<file path="src/hdl/ccalloc_pkg.sv">
// ccalloc_pkg: types and constants shared by the cluster chain allocator
// operation and status codes, response word layout, entry marks
// no dependencies
`default_nettype none

package ccalloc_pkg;

   localparam int CLUSTER_W  = 12;
   localparam int ENTRY_W    = 28;
   localparam int LIMIT_W    = 13;
   localparam int FIRST_DATA = 2;

   localparam logic [ENTRY_W-1:0] END_MARK    = 28'hFFFFFFF;
   localparam logic [ENTRY_W-1:0] END_MIN     = 28'hFFFFFF8;
   localparam logic [LIMIT_W-1:0] LIMIT_RESET = 13'd4096;

   // register index codes, taken from csr_paddr[2]
   localparam logic REG_ENABLED = 1'b0;
   localparam logic REG_LIMIT   = 1'b1;

   typedef enum logic [1:0] {
      OP_ALLOC = 2'd0,
      OP_LINK  = 2'd1,
      OP_FREE  = 2'd2,
      OP_WRITE = 2'd3
   } op_type;

   typedef enum logic [1:0] {
      ST_OK   = 2'd0,
      ST_OFF  = 2'd1,
      ST_FULL = 2'd2,
      ST_BAD  = 2'd3
   } status_type;

   // ok in bit 0, status above it, cluster number on top
   typedef struct packed {
      logic [CLUSTER_W-1:0] cluster_out;
      status_type           status;
      logic                 ok;
   } rsp_type;

   function automatic rsp_type make_rsp(status_type st, logic [CLUSTER_W-1:0] cl);
      rsp_type r;
      r.ok          = (st == ST_OK);
      r.status      = st;
      r.cluster_out = cl;
      return r;
   endfunction

endpackage

`default_nettype wire

</file>
<file path="src/hdl/ccalloc_seq.sv">
// ccalloc_seq: sequencer for the allocator; clearing pass, first-fit scan,
// link write, chain walk and raw entry write over the table memory
// depends on ccalloc_pkg
`default_nettype none

module ccalloc_seq #(
   parameter int TABLE_DEPTH = 4096,
   parameter int CHAIN_GUARD = 4096,
   localparam int ADDR_W = $clog2(TABLE_DEPTH)
) (
   input  wire logic                                     clock,
   input  wire logic                                     reset,
   input  wire logic                                     req_valid,
   output logic                                          req_ready,
   input  wire ccalloc_pkg::op_type                      req_op,
   input  wire logic [ccalloc_pkg::CLUSTER_W-1:0]        req_cl,
   input  wire logic [ccalloc_pkg::ENTRY_W-1:0]          req_val,
   input  wire logic                                     enabled,
   input  wire logic [ccalloc_pkg::LIMIT_W-1:0]          limit,
   input  wire logic                                     rsp_free,
   output logic                                          done,
   output ccalloc_pkg::rsp_type                          result,
   output logic                                          mem_we,
   output logic      [ADDR_W-1:0]                        mem_waddr,
   output logic      [ccalloc_pkg::ENTRY_W-1:0]          mem_wdata,
   output logic                                          mem_re,
   output logic      [ADDR_W-1:0]                        mem_raddr,
   input  wire logic [ccalloc_pkg::ENTRY_W-1:0]          mem_rdata
);

   import ccalloc_pkg::*;

   localparam int LIM_W   = (ADDR_W + 1 > LIMIT_W) ? ADDR_W + 1 : LIMIT_W;
   localparam int GUARD_W = $clog2(CHAIN_GUARD + 1);

   typedef enum logic [2:0] {
      S_CLEAR,
      S_IDLE,
      S_SCAN,
      S_LINK,
      S_FREE,
      S_DONE
   } state_type;

   state_type            state_ff;
   logic [ADDR_W-1:0]    clr_ff;
   logic [LIM_W-1:0]     scan_ff;
   logic [LIM_W-1:0]     tag_ff;
   logic [GUARD_W-1:0]   count_ff;
   op_type               op_ff;
   logic [CLUSTER_W-1:0] cl_ff;
   rsp_type              res_ff;

   logic [LIM_W-1:0]     lim;
   logic [LIM_W-1:0]     cl_ext;
   logic [LIM_W-1:0]     link_ext;
   logic                 accept;
   logic                 cl_low;
   logic                 cl_bad;
   logic                 scan_hit;
   logic                 scan_end;
   logic                 nxt_stop;
   status_type           idle_st;
   state_type            idle_next;

   always_comb begin
      lim      = (LIM_W'(limit) > LIM_W'(TABLE_DEPTH)) ? LIM_W'(TABLE_DEPTH) : LIM_W'(limit);
      cl_ext   = LIM_W'(req_cl);
      link_ext = LIM_W'(cl_ff);
      req_ready = (state_ff == S_IDLE);
      accept    = req_valid && req_ready;
      cl_low    = cl_ext < LIM_W'(FIRST_DATA);
      cl_bad    = cl_ext >= lim;
      scan_hit  = (mem_rdata == '0);
      scan_end  = (tag_ff == lim - LIM_W'(1));
      // the walk ends on a self link, a reserved or end value, a link off the
      // table, or when the guard count is used up
      nxt_stop  = (mem_rdata == ENTRY_W'(tag_ff)) ||
                  (mem_rdata < ENTRY_W'(FIRST_DATA)) ||
                  (mem_rdata >= END_MIN) ||
                  (mem_rdata >= ENTRY_W'(lim)) ||
                  (count_ff == GUARD_W'(CHAIN_GUARD - 1));
      done   = (state_ff == S_DONE) && rsp_free;
      result = res_ff;
   end

   // outcome of an accepted word before any table access
   always_comb begin
      idle_st   = ST_OK;
      idle_next = S_DONE;
      if (!enabled) begin
         idle_st = ST_OFF;
      end else begin
         case (req_op)
            OP_ALLOC, OP_LINK: begin
               if (req_op == OP_LINK && (cl_low || cl_bad)) begin
                  idle_st = ST_BAD;
               end else if (lim <= LIM_W'(FIRST_DATA)) begin
                  idle_st = ST_FULL;
               end else begin
                  idle_next = S_SCAN;
               end
            end
            OP_FREE: begin
               if (!cl_low) begin
                  if (cl_bad) begin
                     idle_st = ST_BAD;
                  end else begin
                     idle_next = S_FREE;
                  end
               end
            end
            OP_WRITE: begin
               if (cl_bad) begin
                  idle_st = ST_BAD;
               end
            end
            default: begin
            end
         endcase
      end
   end

   always_comb begin
      mem_we    = 1'b0;
      mem_waddr = '0;
      mem_wdata = '0;
      mem_re    = 1'b0;
      mem_raddr = '0;
      case (state_ff)
         S_CLEAR: begin
            mem_we    = 1'b1;
            mem_waddr = clr_ff;
         end
         S_IDLE: begin
            // speculative first read: chain start or first data entry
            mem_re    = 1'b1;
            mem_raddr = (req_op == OP_FREE) ? cl_ext[ADDR_W-1:0] : ADDR_W'(FIRST_DATA);
            if (accept && enabled && req_op == OP_WRITE && !cl_bad) begin
               mem_we    = 1'b1;
               mem_waddr = cl_ext[ADDR_W-1:0];
               mem_wdata = req_val;
            end
         end
         S_SCAN: begin
            mem_re    = (scan_ff < lim);
            mem_raddr = scan_ff[ADDR_W-1:0];
            if (scan_hit) begin
               mem_we    = 1'b1;
               mem_waddr = tag_ff[ADDR_W-1:0];
               mem_wdata = END_MARK;
            end
         end
         S_LINK: begin
            mem_we    = 1'b1;
            mem_waddr = link_ext[ADDR_W-1:0];
            mem_wdata = ENTRY_W'(tag_ff);
         end
         S_FREE: begin
            mem_we    = 1'b1;
            mem_waddr = tag_ff[ADDR_W-1:0];
            if (!nxt_stop) begin
               mem_re    = 1'b1;
               mem_raddr = mem_rdata[ADDR_W-1:0];
            end
         end
         S_DONE: begin
         end
         default: begin
         end
      endcase
   end

   always_ff @(posedge clock) begin
      if (reset) begin
         state_ff <= S_CLEAR;
         clr_ff   <= '0;
      end else begin
         case (state_ff)
            S_CLEAR: begin
               clr_ff <= clr_ff + ADDR_W'(1);
               if (clr_ff == ADDR_W'(TABLE_DEPTH - 1)) begin
                  state_ff <= S_IDLE;
               end
            end
            S_IDLE: begin
               if (accept) begin
                  op_ff    <= req_op;
                  cl_ff    <= req_cl;
                  tag_ff   <= (req_op == OP_FREE) ? cl_ext : LIM_W'(FIRST_DATA);
                  scan_ff  <= LIM_W'(FIRST_DATA + 1);
                  count_ff <= '0;
                  res_ff   <= make_rsp(idle_st, '0);
                  state_ff <= idle_next;
               end
            end
            S_SCAN: begin
               if (scan_hit) begin
                  if (op_ff == OP_LINK) begin
                     state_ff <= S_LINK;
                  end else begin
                     res_ff   <= make_rsp(ST_OK, tag_ff[CLUSTER_W-1:0]);
                     state_ff <= S_DONE;
                  end
               end else begin
                  tag_ff  <= scan_ff;
                  scan_ff <= scan_ff + LIM_W'(1);
                  if (scan_end) begin
                     res_ff   <= make_rsp(ST_FULL, '0);
                     state_ff <= S_DONE;
                  end
               end
            end
            S_LINK: begin
               res_ff   <= make_rsp(ST_OK, tag_ff[CLUSTER_W-1:0]);
               state_ff <= S_DONE;
            end
            S_FREE: begin
               if (nxt_stop) begin
                  state_ff <= S_DONE;
               end else begin
                  tag_ff   <= mem_rdata[LIM_W-1:0];
                  count_ff <= count_ff + GUARD_W'(1);
               end
            end
            S_DONE: begin
               if (rsp_free) begin
                  state_ff <= S_IDLE;
               end
            end
            default: begin
               state_ff <= S_IDLE;
            end
         endcase
      end
   end

endmodule

`default_nettype wire

</file>
<file path="config.mk">
export PLATFORM = sky130hd
export DESIGN_NAME = ccalloc_seq
export DESIGN_NICKNAME = d
export VERILOG_FILES = /design/src/hdl/ccalloc_pkg.sv /design/src/hdl/ccalloc_seq.sv
export SDC_FILE = /design/constraint.sdc
export NUM_CORES = 1
export LEC_CHECK = 0
export BUFFER_PORTS_ARGS = -buffer_cell sky130_fd_sc_hd__buf_2
export CAP_MARGIN = 20
export CORE_MARGIN = 5
export CORE_UTILIZATION = 50
export CTS_CLUSTER_DIAMETER = 30
export DETAILED_ROUTE_END_ITERATION = 8
export PLACE_DENSITY = 0.76
export SYNTH_ARGS = -nofsm -noshare
export SYNTH_HDL_FRONTEND = slang
export SYNTH_SLANG_ARGS = --single-unit
</file>
<file path="constraint.sdc">
create_clock -name clock -period 6.1 [get_ports clock]
set_input_delay 1.22 -clock clock [delete_from_list [all_inputs] [get_ports clock]]
set_output_delay 1.22 -clock clock [all_outputs]
set_load 0.01 [all_outputs]
</file>
==> results.md <==
* Clock Latency Late Sink at between 0.3 and 0.4 ns
* Dpl cells at roughly 1000
* GRT overflow at 0
* Cts bufs inserted at 9
* WHS Endpoint: clr_ff[10]
* Fin Hold WS at 0.5260 ns
* Synthesized flop and latch total at 83
* Maximum vdd drop at about 0.00016 V
* Gates resized, CTS repair at 0
* CP endpoint kind: output pin
* Area leader, netlist: edfxtp_1
* Core area at approximately 12000 sq um
* Synth area leaders: edfxtp_1, ha_1, dfxtp_1
* Clock sinks at 83
* Leakage power at about 0.0034 uW
* Fin crit period at 5.582 ns
* R2r endpoint: result[10]
* Largest net degree at the start of global routing at 42
* Mapped Area at 6228 sq um
* Starting DRT DRC Count at about 770
* Io pins at about 160
* Crit path kind: in -> out
* Die height at 121.6 um
* Worst Setup SP: limit[12]
* Die width at around 120 um
* Tcrit/Tclk final at 0.9151
* Measured slew at the worst slew-check pin at approximately 1.0 ns
* Final core occ at 0.6197
* FMAX at roughly 0.18 GHz
* Post-CTS Hold Buffers at 0
* Ys Warns at 0
* Postcts setup bufs at 0
* Detail Route Antenna Nets at 0
* Hold path depth at 2
* Vias in the first global route at ~6000
* Buffers on Ports at approximately 160
* CP max FO at 19
* Maximum clock insertion buffer count at 2
* Via density per instance at 6.211
* Mapped Nets at between 800 and 900
* Vias at around 6200
* CP Launch Type: input pin
* Min-Delay Path Class: reg -> reg
* Run status: complete, no violations
* Nets@finish at 960
* RR Startpoint: tag_ff[7]
* Async set-reset flop share out of synthesis at 0
* Rows at 40
* CTS Root Cell: clkbuf_16
* WP data arrival at 4.36 ns
* Fillers at around 1100
* R2r worst-path depth at 9
* Inserted Diodes at 0
* Final setup viols at 0
* First-pass GRT wire length at between 30000 and 40000 um
* Residual DRC at 0
* Unrepaired setup endpoints after global routing: no
* DR WL met3 at a little over 2000 um
* Fin. Hold Viols at 0
* Share of layout cells above drive strength 1 at 0.2407
* Met1 wire length at 8457 um
* HP Start: clr_ff[10]
* Setup TNS at 0 ns
* Power per cell area at roughly 180 nW/um^2
* Initial core utilization at 0.5143
* WL/cell at a little over 20 um
* Final Non-Filler Cells at 1003
* Max Slew Vio Count at 0
* R2R setup slack at about 2.8 ns
* CTS tree: built
* Worst Skew at 0.007214 ns
* Max_slew headroom at 0.3154
* H-Tree Depth at 3
* Yosys cell types at a little under 60
* Mapped Cells at just under 700
* Global-route usage over all layers at 0.2781
* CP required at ~4.9 ns
* Post-synthesis sequential area ratio at 0.3761
* Post-synth top area share at 0.3278
* Clock transition at path regs at 0.06 ns
* Initial antenna violation count at 0
* Post-DP HPWL at 16080 um
* Main flop type after synthesis: edfxtp_1
* Met2 wire length at a little under 10000 um
* Final WL at approximately 21000 um
* Syn_area_per_cell at roughly 9.1 sq um
* Area added between synthesis and finish at 20.51%
* Highest metal used: met4
* Die area at roughly 15000 sq um
* Drt pass-1 iters at 7
* Number of enable flip-flop cells after synthesis at 68
* # Max-Cap Violations at 0
* Routability cong. at ~1.0
-- cell usage in the layout, fill, tap and decap left out, types with 12 or more instances in the layout --
master and count:
nand3_1 22, nor2_1 54, dfxtp_1 15, a21o_1 24, a21oi_1 31, ha_1 42, nand4_1 12, nand2_1 70
xor2_1 33, nor2b_1 17, nor4_1 15, a221o_1 14, o21ai_0 31, inv_1 36, nand2b_1 13, edfxtp_1 68
a222oi_1 22, xnor2_1 16, buf_2 158
-- cells by family after synthesis --
logic type                 share of synthesized area
AOI/OAI and AO/OA                             0.2063
xor gates and xnor gates                     0.06890
adders and majority gates                    0.08437
buffers and inverters                        0.04178
DFF                                           0.3761
muxes                                       0.008036
and+or+nand+nor                               0.2145
-- synth_stat cells, types with 5 or more instances --
cell type and instances:
edfxtp_1 68, clkbuf_1 30, mux2i_1 5, nor3_1 10, a31oi_1 5, o221ai_1 6, a21oi_1 31, a22oi_1 10
a21o_1 24, and3_1 8, dfxtp_1 15, nand2b_1 13, inv_1 36, nand4_1 12, nand2_1 70, xnor2_1 16
a222oi_1 22, nor2_1 55, nor2b_1 17, and2_1 5, or3_1 11, nand3_1 22, o21ai_0 31, xor2_1 33
ha_1 42, a221o_1 14, nor4_1 15
-- flip-flops by register name, summed over array words and instances, names as in the netlist --
signal    flops
cl_ff        12
clr_ff       12
count_ff     13
op_ff         2
result       15
scan_ff      13
state_ff      3
tag_ff       13
-- report_power, final --
group / internal (uW) / leakage (uW) / switching [uW]
Clock: 318 / 0.000144 / 225
Combinational: 68.2 / 0.00253 / 99.3
Sequential: 609 / 0.000710 / 2.66
-- area by class of cell --
cell class / count / area (sq um) / area share
Inverter: 37 / 138.9 / 0.01850
Tap cell: 168 / 210.2 / 0.02800
Sequential cell: 83 / 2342 / 0.3121
Clock inverter: 6 / 65.06 / 0.008668
Multi-Input combinational cell: 530 / 3643 / 0.4854
Timing Repair Buffer: 169 / 877.1 / 0.1169
Clock buffer: 10 / 229.0 / 0.03051
-- worst max-delay path by stage --
| stage | endpoint | slack (ns) | cells past startpoint |
|---|---|---|---|
| finish | mem_raddr[5] | 0.52 | 12 |
| global route | mem_raddr[1] | 0.36 | 12 |
| CTS | mem_raddr[1] | 0.61 | 12 |
| detailed placement | mem_raddr[1] | 0.62 | 12 |
| global placement | mem_raddr[1] | 0.68 | 12 |
| floorplan | result[0] | 0.74 | 13 |
-- metrics by stage --
stage / power, uW / setup WS (ns) / cell area (sq um)
after global placement: 783.3 / 0.6826 / 7193
after global routing: 1374 / 0.3553 / 7506
after CTS: 1328 / 0.6122 / 7487
after floorplan: 708.2 / 0.7391 / 6228
after detailed placement: 787.1 / 0.6241 / 7193
final: 1322 / 0.5177 / 7506
-- worst max-delay path, stage by stage --
cell       delay, ns
buf_2           0.31
clkinv_1        0.24
buf_4           0.25
nand2_1         0.14
ha_1            0.27
a21oi_1         0.12
o21ai_0         0.13
a2111oi_0       0.37
o21ai_0         0.22
or2_0           0.55
o21ai_0         0.35
buf_2           0.18
-- layer usage --
| layer | vias up | global-route usage |
|---|---|---|
| met3 | 47 | 0.05292 |
| li1 | 2887 | - |
| met1 | 2923 | 0.3601 |
| met4 | 0 | 0.1099 |
| met2 | 373 | 0.4601 |
| met5 | - | 0 |
No activity file was read; power rests on OpenSTA's default activity.
